## src/rtl/riff_wav_stream_parser_macros.svh

```systemverilog
// Assertion macros shared by the RIFF/WAVE stream parser RTL.
// Every macro expects signals named clk and arst_n in the including module.
`ifndef RIFF_WAV_STREAM_PARSER_MACROS_SVH
`define RIFF_WAV_STREAM_PARSER_MACROS_SVH

// Check that cons holds in the same cycle as ante.
`define RWP_ASSERT_IMPL(lbl, ante, cons, msg) \
	lbl: assert property (@(posedge clk) disable iff (!arst_n) (ante) |-> (cons)) \
		else $error(msg);

// Check that cons holds in the cycle after ante.
`define RWP_ASSERT_NEXT(lbl, ante, cons, msg) \
	lbl: assert property (@(posedge clk) disable iff (!arst_n) (ante) |=> (cons)) \
		else $error(msg);

`endif

```

## src/rtl/rwp_pkg.sv

```systemverilog
// Package for the RIFF/WAVE stream parser: status codes, tags, sizes and
// the word type passed from the front parser to the back end. No dependencies.
`timescale 1ns / 1ps

package rwp_pkg;

	// Final status codes
	typedef enum logic [3:0] {
		ST_OK        = 4'd0,
		ST_SHORT     = 4'd1,
		ST_TAGS      = 4'd2,
		ST_TRUNC     = 4'd3,
		ST_FMT_SHORT = 4'd4,
		ST_NO_FMT    = 4'd5,
		ST_NO_DATA   = 4'd6,
		ST_UNSUPP    = 4'd7,
		ST_EMPTY     = 4'd8
	} status_t;

	// Little-endian tags as they sit in a 32-bit word
	localparam logic [31:0] TAG_RIFF = 32'h4646_4952;
	localparam logic [31:0] TAG_WAVE = 32'h4556_4157;
	localparam logic [31:0] TAG_FMT  = 32'h2074_6D66;
	localparam logic [31:0] TAG_DATA = 32'h6174_6164;

	// File layout
	localparam int MIN_FILE_BYTES    = 44;
	localparam int RIFF_TAG_END      = 3;
	localparam int WAVE_TAG_END      = 11;
	localparam int FMT_MIN_SIZE      = 16;
	localparam int FMT_CAPTURE_BYTES = 16;
	localparam int OFS_W             = $clog2(MIN_FILE_BYTES + 1);

	// Format values accepted
	localparam logic [15:0] FMT_PCM      = 16'd1;
	localparam logic [15:0] PCM_BITS     = 16'd16;
	localparam logic [15:0] MIN_CHANNELS = 16'd1;
	localparam logic [15:0] MAX_CHANNELS = 16'd2;

	// Default depth of the queue between front and back
	localparam int RWP_QUEUE_DEPTH = 2;

	// One classified byte on its way to the back end
	typedef struct packed {
		logic [7:0] data;
		logic       pay_valid;
		logic       pay_start;
		logic       fmt_wr;
		logic [3:0] fmt_idx;
		logic       last;
		status_t    pre_status;
		logic       data_empty;
	} rwp_word_t;

endpackage

```

## src/rtl/rwp_front.sv

```systemverilog
// Front parser: walks the RIFF header and chunk headers one byte at a time
// and classifies each byte into an rwp_word_t. Depends on rwp_pkg.
`timescale 1ns / 1ps
`include "riff_wav_stream_parser_macros.svh"

module rwp_front import rwp_pkg::*; (
	input  logic       clk,
	input  logic       arst_n,
	input  logic       accept,
	input  logic [7:0] file_byte,
	input  logic       is_last,
	output rwp_word_t  word
);

	typedef enum logic [2:0] {
		PH_FILEHDR,
		PH_CHUNKHDR,
		PH_PAYLOAD,
		PH_PAD,
		PH_STOP
	} phase_t;

	typedef enum logic [1:0] {
		KIND_OTHER,
		KIND_FMT,
		KIND_DATA,
		KIND_FMT_SHORT
	} kind_t;

	phase_t           phase_q, phase_d;
	kind_t            kind_q, kind_d;
	logic [OFS_W-1:0] ofs_q, ofs_d;
	logic [63:0]      hdr_q, hdr_d;
	logic [2:0]       hcnt_q, hcnt_d;
	logic [31:0]      rem_q, rem_d;
	logic             pad_q, pad_d;
	logic [4:0]       fidx_q, fidx_d;
	logic             found_fmt_q, found_fmt_d;
	logic             found_data_q, found_data_d;
	logic             empty_q, empty_d;
	status_t          err_q, err_d;
	logic [63:0]      hdr_sh;
	logic [31:0]      hdr_size;

	// Next-state logic and byte classification
	always_comb begin
		phase_d      = phase_q;
		kind_d       = kind_q;
		hdr_d        = hdr_q;
		hcnt_d       = hcnt_q;
		rem_d        = rem_q;
		pad_d        = pad_q;
		fidx_d       = fidx_q;
		found_fmt_d  = found_fmt_q;
		found_data_d = found_data_q;
		empty_d      = empty_q;
		err_d        = err_q;
		hdr_sh       = {file_byte, hdr_q[63:8]};
		hdr_size     = hdr_sh[63:32];

		word            = '0;
		word.last       = is_last;
		word.pre_status = ST_OK;

		// saturating file offset, only needs to reach the minimum length
		ofs_d = (ofs_q == OFS_W'(MIN_FILE_BYTES)) ? ofs_q : ofs_q + 1'b1;

		case (phase_q)
			PH_FILEHDR: begin
				hdr_d = hdr_sh;
				if (ofs_q == OFS_W'(RIFF_TAG_END) && hdr_sh[63:32] != TAG_RIFF) begin
					if (err_q == ST_OK) err_d = ST_TAGS;
					phase_d = PH_STOP;
				end else if (ofs_q == OFS_W'(WAVE_TAG_END)) begin
					if (hdr_sh[63:32] != TAG_WAVE) begin
						if (err_q == ST_OK) err_d = ST_TAGS;
						phase_d = PH_STOP;
					end else begin
						phase_d = PH_CHUNKHDR;
						hcnt_d  = '0;
					end
				end
			end
			PH_CHUNKHDR: begin
				hdr_d  = hdr_sh;
				hcnt_d = hcnt_q + 1'b1;
				if (hcnt_q == '1) begin
					fidx_d = '0;
					if (hdr_sh[31:0] == TAG_FMT) begin
						if (hdr_size >= 32'(FMT_MIN_SIZE)) begin
							kind_d      = KIND_FMT;
							found_fmt_d = 1'b1;
						end else begin
							kind_d = KIND_FMT_SHORT;
						end
					end else if (hdr_sh[31:0] == TAG_DATA) begin
						kind_d       = KIND_DATA;
						found_data_d = 1'b1;
						empty_d      = (hdr_size == '0);
					end else begin
						kind_d = KIND_OTHER;
					end
					if (hdr_size == '0) begin
						if (kind_d == KIND_FMT_SHORT) begin
							if (err_q == ST_OK) err_d = ST_FMT_SHORT;
							phase_d = PH_STOP;
						end
					end else begin
						rem_d   = hdr_size;
						pad_d   = hdr_size[0];
						phase_d = PH_PAYLOAD;
					end
				end
			end
			PH_PAYLOAD: begin
				if (kind_q == KIND_FMT && fidx_q < 5'(FMT_CAPTURE_BYTES)) begin
					word.fmt_wr  = 1'b1;
					word.fmt_idx = fidx_q[3:0];
					word.data    = file_byte;
				end
				if (kind_q == KIND_DATA) begin
					word.pay_valid = 1'b1;
					word.pay_start = (fidx_q == '0);
					word.data      = file_byte;
				end
				if (fidx_q < 5'(FMT_CAPTURE_BYTES)) fidx_d = fidx_q + 1'b1;
				rem_d = rem_q - 1'b1;
				if (rem_q == 32'd1) begin
					if (kind_q == KIND_FMT_SHORT) begin
						if (err_q == ST_OK) err_d = ST_FMT_SHORT;
						phase_d = PH_STOP;
					end else begin
						phase_d = pad_q ? PH_PAD : PH_CHUNKHDR;
						pad_d   = 1'b0;
					end
				end
			end
			PH_PAD: begin
				pad_d   = 1'b0;
				phase_d = PH_CHUNKHDR;
			end
			default: begin
				// stopped on an error: consume and drop
			end
		endcase

		// Early part of the final status; format checks finish in the back end
		if (is_last) begin
			word.data_empty = empty_d;
			if (ofs_d < OFS_W'(MIN_FILE_BYTES)) word.pre_status = ST_SHORT;
			else if (err_d != ST_OK)            word.pre_status = err_d;
			else if (phase_d == PH_PAYLOAD)     word.pre_status = ST_TRUNC;
			else if (!found_fmt_d)              word.pre_status = ST_NO_FMT;
			else if (!found_data_d)             word.pre_status = ST_NO_DATA;
		end
	end

	// Hold parser state; restart after the last byte of a file
	always_ff @(posedge clk or negedge arst_n) begin
		if (!arst_n) begin
			phase_q      <= PH_FILEHDR;
			kind_q       <= KIND_OTHER;
			ofs_q        <= '0;
			hdr_q        <= '0;
			hcnt_q       <= '0;
			rem_q        <= '0;
			pad_q        <= 1'b0;
			fidx_q       <= '0;
			found_fmt_q  <= 1'b0;
			found_data_q <= 1'b0;
			empty_q      <= 1'b0;
			err_q        <= ST_OK;
		end else if (accept) begin
			if (is_last) begin
				phase_q      <= PH_FILEHDR;
				kind_q       <= KIND_OTHER;
				ofs_q        <= '0;
				hdr_q        <= '0;
				hcnt_q       <= '0;
				rem_q        <= '0;
				pad_q        <= 1'b0;
				fidx_q       <= '0;
				found_fmt_q  <= 1'b0;
				found_data_q <= 1'b0;
				empty_q      <= 1'b0;
				err_q        <= ST_OK;
			end else begin
				phase_q      <= phase_d;
				kind_q       <= kind_d;
				ofs_q        <= ofs_d;
				hdr_q        <= hdr_d;
				hcnt_q       <= hcnt_d;
				rem_q        <= rem_d;
				pad_q        <= pad_d;
				fidx_q       <= fidx_d;
				found_fmt_q  <= found_fmt_d;
				found_data_q <= found_data_d;
				empty_q      <= empty_d;
				err_q        <= err_d;
			end
		end
	end

	`RWP_ASSERT_IMPL(a_stop_has_err, phase_q == PH_STOP, err_q != ST_OK, "stopped without error")
	`RWP_ASSERT_NEXT(a_err_sticky, err_q != ST_OK && !(accept && is_last), err_q == $past(err_q), "latched error changed")

endmodule

```

## src/rtl/rwp_queue.sv

```systemverilog
// Short register queue of classified words between the front parser and
// the back end. Depends on rwp_pkg.
`timescale 1ns / 1ps
`include "riff_wav_stream_parser_macros.svh"

module rwp_queue import rwp_pkg::*; #(
	parameter int DEPTH = RWP_QUEUE_DEPTH
) (
	input  logic      clk,
	input  logic      arst_n,
	input  logic      push,
	input  rwp_word_t push_word,
	output logic      full,
	input  logic      pop,
	output logic      nonempty,
	output rwp_word_t pop_word
);

	localparam int PTR_W = (DEPTH > 1) ? $clog2(DEPTH) : 1;
	localparam int CNT_W = $clog2(DEPTH + 1);

	rwp_word_t        slot_q [DEPTH];
	logic [PTR_W-1:0] wr_ptr_q, rd_ptr_q;
	logic [CNT_W-1:0] cnt_q;
	logic             do_push, do_pop;

	assign full     = (cnt_q == CNT_W'(DEPTH));
	assign nonempty = (cnt_q != '0);
	assign do_push  = push && !full;
	assign do_pop   = pop && nonempty;
	assign pop_word = slot_q[rd_ptr_q];

	// Store incoming words
	always_ff @(posedge clk) begin
		if (do_push) slot_q[wr_ptr_q] <= push_word;
	end

	// Advance pointers and count
	always_ff @(posedge clk or negedge arst_n) begin
		if (!arst_n) begin
			wr_ptr_q <= '0;
			rd_ptr_q <= '0;
			cnt_q    <= '0;
		end else begin
			if (do_push)
				wr_ptr_q <= (wr_ptr_q == PTR_W'(DEPTH - 1)) ? '0 : wr_ptr_q + 1'b1;
			if (do_pop)
				rd_ptr_q <= (rd_ptr_q == PTR_W'(DEPTH - 1)) ? '0 : rd_ptr_q + 1'b1;
			if (do_push && !do_pop)      cnt_q <= cnt_q + 1'b1;
			else if (do_pop && !do_push) cnt_q <= cnt_q - 1'b1;
		end
	end

	`RWP_ASSERT_IMPL(a_cnt_bound, 1'b1, cnt_q <= CNT_W'(DEPTH), "queue count overflow")
	`RWP_ASSERT_NEXT(a_cnt_drop, do_pop && !do_push, cnt_q == $past(cnt_q) - 1'b1, "pop lost")

endmodule

```

## src/rtl/rwp_back.sv

```systemverilog
// Back end: captures fmt fields, finishes the final status and holds the
// output register. Depends on rwp_pkg.
`timescale 1ns / 1ps
`include "riff_wav_stream_parser_macros.svh"

module rwp_back import rwp_pkg::*; (
	input  logic        clk,
	input  logic        arst_n,
	input  logic        word_valid,
	input  rwp_word_t   word,
	output logic        word_pop,
	output logic        out_valid,
	input  logic        out_stall,
	output logic        payload_valid,
	output logic [7:0]  payload_byte,
	output logic        payload_start,
	output logic        done_res,
	output logic [3:0]  status,
	output logic [15:0] format_tag,
	output logic [15:0] channel_count,
	output logic [31:0] sample_rate,
	output logic [31:0] byte_rate,
	output logic [15:0] block_align,
	output logic [15:0] sample_bits
);

	logic [127:0] fields_q, fields_d;
	logic         out_valid_q;
	logic         load;
	status_t      fin_status;
	logic [15:0]  f_tag, f_chans, f_bits;
	logic         unsupported;

	assign load     = !out_valid_q || !out_stall;
	assign word_pop = word_valid && load;

	// Merge this byte into the fmt fields and finish the status
	always_comb begin
		fields_d = fields_q;
		if (word.fmt_wr) fields_d[{word.fmt_idx, 3'b000} +: 8] = word.data;
		f_tag       = fields_d[15:0];
		f_chans     = fields_d[31:16];
		f_bits      = fields_d[127:112];
		unsupported = (f_tag != FMT_PCM) || (f_bits != PCM_BITS) ||
			(f_chans < MIN_CHANNELS) || (f_chans > MAX_CHANNELS);
		if (word.pre_status != ST_OK) fin_status = word.pre_status;
		else if (unsupported)         fin_status = ST_UNSUPP;
		else if (word.data_empty)     fin_status = ST_EMPTY;
		else                          fin_status = ST_OK;
	end

	// Hold captured fields; clear them after the last byte
	always_ff @(posedge clk or negedge arst_n) begin
		if (!arst_n) begin
			fields_q <= '0;
		end else if (word_pop) begin
			fields_q <= word.last ? '0 : fields_d;
		end
	end

	// Output register
	always_ff @(posedge clk or negedge arst_n) begin
		if (!arst_n) begin
			out_valid_q <= 1'b0;
		end else if (load) begin
			out_valid_q <= word_valid;
		end
	end

	always_ff @(posedge clk) begin
		if (word_pop) begin
			payload_valid <= word.pay_valid;
			payload_byte  <= word.pay_valid ? word.data : 8'd0;
			payload_start <= word.pay_start;
			done_res      <= word.last;
			if (word.last) begin
				status        <= fin_status;
				format_tag    <= fields_d[15:0];
				channel_count <= fields_d[31:16];
				sample_rate   <= fields_d[63:32];
				byte_rate     <= fields_d[95:64];
				block_align   <= fields_d[111:96];
				sample_bits   <= fields_d[127:112];
			end else begin
				status        <= ST_OK;
				format_tag    <= '0;
				channel_count <= '0;
				sample_rate   <= '0;
				byte_rate     <= '0;
				block_align   <= '0;
				sample_bits   <= '0;
			end
		end
	end

	assign out_valid = out_valid_q;

	`RWP_ASSERT_IMPL(a_byte_zero, out_valid_q && !payload_valid, payload_byte == 8'd0, "stray payload byte")
	`RWP_ASSERT_IMPL(a_status_idle, out_valid_q && !done_res, status == ST_OK && sample_rate == 32'd0, "status before done")

endmodule

```

## src/rtl/riff_wav_stream_parser.sv

```systemverilog
// Top level of the RIFF/WAVE stream parser: front parser, word queue and
// back end. Depends on rwp_pkg, rwp_front, rwp_queue and rwp_back.
`timescale 1ns / 1ps

// Usage:
// Input channel: file_byte and is_last with in_valid / in_stall. One byte of
// the WAV file per word, is_last high on its final byte; the next byte then
// starts a new file.
// Output channel: one result word per input byte with out_valid / out_stall.
// payload_valid/payload_byte/payload_start tag data-chunk payload; done_res
// marks the word of the last byte, which carries status and the captured
// fmt fields (all zero on other words). Discard payload unless status is 0.
// Path: an accepted byte goes into the queue and then into the back end's
// output register. Throughput: one byte per cycle while in_stall is low, set
// by the front parser; the back end drains one word per cycle when not stalled.
// Stalls: the queue between front and back absorbs a stall of the receiver;
// in_stall rises once the queue is full and falls as soon as a word leaves.
// Reset: arst_n clears the parser, queue and output; the first byte after
// reset is byte 0 of a file.
module riff_wav_stream_parser import rwp_pkg::*; #(
	parameter int QUEUE_DEPTH = RWP_QUEUE_DEPTH
) (
	input  logic        clk,
	input  logic        arst_n,
	input  logic        in_valid,
	output logic        in_stall,
	input  logic [7:0]  file_byte,
	input  logic        is_last,
	output logic        out_valid,
	input  logic        out_stall,
	output logic        payload_valid,
	output logic [7:0]  payload_byte,
	output logic        payload_start,
	output logic        done_res,
	output logic [3:0]  status,
	output logic [15:0] format_tag,
	output logic [15:0] channel_count,
	output logic [31:0] sample_rate,
	output logic [31:0] byte_rate,
	output logic [15:0] block_align,
	output logic [15:0] sample_bits
);

	rwp_word_t front_word, back_word;
	logic      accept, q_full, q_nonempty, q_pop;

	assign in_stall = q_full;
	assign accept   = in_valid && !q_full;

	rwp_front u_front (
		.clk       (clk),
		.arst_n    (arst_n),
		.accept    (accept),
		.file_byte (file_byte),
		.is_last   (is_last),
		.word      (front_word)
	);

	rwp_queue #(
		.DEPTH (QUEUE_DEPTH)
	) u_queue (
		.clk       (clk),
		.arst_n    (arst_n),
		.push      (accept),
		.push_word (front_word),
		.full      (q_full),
		.pop       (q_pop),
		.nonempty  (q_nonempty),
		.pop_word  (back_word)
	);

	rwp_back u_back (
		.clk           (clk),
		.arst_n        (arst_n),
		.word_valid    (q_nonempty),
		.word          (back_word),
		.word_pop      (q_pop),
		.out_valid     (out_valid),
		.out_stall     (out_stall),
		.payload_valid (payload_valid),
		.payload_byte  (payload_byte),
		.payload_start (payload_start),
		.done_res      (done_res),
		.status        (status),
		.format_tag    (format_tag),
		.channel_count (channel_count),
		.sample_rate   (sample_rate),
		.byte_rate     (byte_rate),
		.block_align   (block_align),
		.sample_bits   (sample_bits)
	);

endmodule

```

## config.mk

```make
export PLATFORM = sky130hd
export DESIGN_NAME = riff_wav_stream_parser
export DESIGN_NICKNAME = d
export VERILOG_FILES = /design/src/rtl/rwp_pkg.sv /design/src/rtl/rwp_front.sv /design/src/rtl/rwp_queue.sv /design/src/rtl/rwp_back.sv /design/src/rtl/riff_wav_stream_parser.sv
export VERILOG_INCLUDE_DIRS = /design/src /design/src/rtl
export SDC_FILE = /design/constraint.sdc
export NUM_CORES = 1
export LEC_CHECK = 0
export BUFFER_PORTS_ARGS = -buffer_cell sky130_fd_sc_hd__buf_2
export CORE_UTILIZATION = 35
export DETAILED_ROUTE_END_ITERATION = 6
export PLACE_DENSITY = 0.59
export SLEW_MARGIN = 20
export SYNTH_ARGS = -nofsm -noshare
export SYNTH_HDL_FRONTEND = slang
export SYNTH_SLANG_ARGS = --single-unit
export TNS_END_PERCENT = 10
```

## constraint.sdc

```tcl
create_clock -name clk -period 18.4 [get_ports clk]
set_input_delay 3.68 -clock clk [delete_from_list [all_inputs] [get_ports clk]]
set_output_delay 3.68 -clock clk [all_outputs]
set_load 0.005 [all_outputs]
```

==> key figures <==
Outcome
  • Status: finished clean

STA
  • RSZ-0062 raised after global routing: false
  • Final Hold Vio Count: 0
  • Final setup TNS: 0 ns
  • Slew margin rel.: 21.7%
  • Setup Skew: 0.0274 ns
  • Fmax: 168 MHz
  • Final cycle utilization of the critical path: 32.4%
  • Slew at the pin with the worst max-slew slack: 1.17 ns
  • Minimum hold slack: 0.485 ns
  • Slew Viols, Final: 0
  • Post-layout min period: 5.96 ns
  • Worst Setup Slack, final: 12.44 ns
  • # setup viols final: 0

Clock network
  • Root Buffer: clkbuf_16
  • Clk_lat worst skew: 0.60 ns
  • TritonCTS Buffers: 48
  • CTS resizes: 0
  • Clock Path Buffers: 3
  • Cts hold-fix bufs: 0
  • Sink Count: 433
  • Reg clk slew, reported paths: 0.06 ns
  • CTS tree: done
  • Post-CTS setup buffers: 0
  • H-tree Lvls: 2

Cells and area
  • Commonest non-fill, non-tap cell in the layout: dfrtp_1
  • Final std cells w/o fill: 2,669
  • FILL cells: 5,300
  • Util after Layout: 41.1%
  • Commonest cells after routing, fill and taps aside: dfrtp_1 (247), nor2_1 (223), edfxtp_1 (185), buf_2 (156), a22o_1 (143)
  • Design Area, Final: 22,700 um^2
  • N_diodes: 0
  • Nets: 1,907
  • Synth-to-Final Area Change: 15.9%
  • Share of post-route cells with drive strength above 1: 15.0%

GRT
  • Number of global-route vias before repair: 14,291
  • Total grt overflow: 0
  • Initial antenna violation count: 0
  • Gr usage total: 18.1%
  • Largest net degree at the start of global routing: 104
  • First-pass GRT wire length: 81,700 um

Worst setup path
  • Crit path max fanout: 76
  • Worst reg2reg path depth: 11
  • Reg2Reg Setup Slack: 13.70 ns
  • Crit path from: out_stall
  • Worst EP arrival: 6.49 ns
  • Critical Path Sink: u_back.fields_q[83]
  • CP endpoint kind: register
  • Worst setup SP type: input port
  • Worst endpoint required time: 18.93 ns
  • Setup CP Type: input port to register
  • Worst r2r dst: u_back.status[0]
  • FF-to-FF Start: u_queue.rd_ptr_q

Synth
  • Area contributors post-synth: dfrtp_1 (32%), edfxtp_1 (28%), a22o_1 (6.4%)
  • Average cell area after synthesis: 11.2 um^2
  • Number of synthesized flops with an enable pin: 185
  • Register area share after synthesis: 60.1%
  • Flops & latches, synth: 433
  • Syn Nets: 1,770
  • Synth Instances: 1,744
  • Yosys cell types: 79
  • Yosys top cell area share: 31.7%
  • FFs w/ async S/R, synth: 57.3%
  • Area leader, netlist: dfrtp_1
  • Post-synth top flop: dfrtp_1
  • Post-synthesis cell area: 19,600 um^2
  • Warnings from Yosys: 0

Floorplan
  • Die Height: 239 um
  • I/O Pins: 158
  • Initial core utilization: 35.5%
  • Row Count: 86
  • Die footprint: 56,900 um^2
  • Die width: 239 um
  • Total core area: 55,200 um^2

Route
  • WL per Instance: 19.4 um
  • # DRC: 0
  • DRT Pass-1 Iters: 6
  • Antenna Nets Post-Route: 0
  • Initial DRC Count: 1,380
  • Avg Vias per Cell: 5.51
  • Vias: 14,696
  • Total Wirelength: 51,900 um

Hold path
  • Hold Crit Class: register to register

Place
  • DP Area: 21,100 um^2
  • Port Buf Inserts: 157
  • Placed Cells: 2,578
  • GP Congestion: 0.857
  • Hpwl dp: 34,700 um
  • Setup WS pre-CTS: 11.61 ns

Power
  • P_leak: 9.60 nW
  • Overall Power: 3.36 mW
  • Pwr Density: 148 nW/um^2
  • VDD IR max: 0.0723 mV

Run
  • Maxcap violations: 0
==> registers in the layout (all words and copies together) (netlist names), 32 cells and up <==
signal,cells
u_back.sample_rate,32
u_back.byte_rate,32
u_queue.slot_q,42
u_front.rem_q,32
u_front.hdr_q,56
u_back.fields_q,128
==> where the power goes <==
group          total (mW)  internal (mW)  switching (mW)
clock               0.929          0.531           0.398
combinational        1.04          0.314           0.728
sequential           1.39           1.26           0.135
total                3.36           2.10            1.26
==> metal layers <==
metal | track usage [%] | up-vias | wire (um)
li1 | - | 6788 | -
met5 | 0 | - | 0
met2 | 30.2 | 436 | 25300
met1 | 24.0 | 7382 | 22700
met4 | 6.70 | 0 | 1520
met3 | 2.39 | 90 | 2380
==> worst min-delay path by stage <==
stage,from,endpoint,slack (ns),cells past startpoint
CTS,u_back.fields_q[96],u_back.fields_q[96],0.49,2
floorplan,u_front.empty_q,u_front.empty_q,0.45,2
global placement,u_back.fields_q[65],u_back.fields_q[65],0.46,2
finish,u_back.fields_q[105],u_back.fields_q[105],0.48,2
detailed placement,u_back.fields_q[96],u_back.fields_q[96],0.47,2
global route,u_back.fields_q[101],u_back.fields_q[101],0.51,1
==> cells in the mapped netlist, drive strengths merged, types with 10 or more instances <==
cell    count
or4        10
o21ai     127
ha         13
edfxtp    185
nor3       56
and3       10
mux2i      83
nor4       25
nand2     138
inv        19
nand3      36
and2       15
buf        36
nor2      230
a22o      143
a22oi      11
a211oi     30
clkbuf     60
nand2b     13
a21oi     106
dfrtp     248
==> critical path, stage by stage <==
cell	delay (ns)
buf_2	0.10
nand2_1	0.08
o21ai_1	0.32
inv_6	0.64
nand2_1	0.76
nor2_1	0.68
a22o_1	0.24
==> logic make-up after synthesis <==
family,after synthesis,share of synthesized area [%]
AND/OR/NAND/NOR,603,14.9
AO/OA/AOI/OAI,479,16.7
adder cells (fa/ha/maj),13,0.831
flip-flops,433,60.1
multiplexers,87,4.56
XOR/XNOR,11,0.492
buffers and inverters,118,2.47
==> final cells by class <==
cell class / count / area (um^2) / share of cell area, %
clock buffers: 69 / 1320 / 5.82
inverters: 22 / 87.6 / 0.386
repair buffers: 183 / 1010 / 4.45
clock inverters: 21 / 194 / 0.855
multi-input cells: 1193 / 7380 / 32.5
well taps: 748 / 936 / 4.12
flip-flops and latches: 433 / 11800 / 51.8
Power figures use the tool's default switching activity.
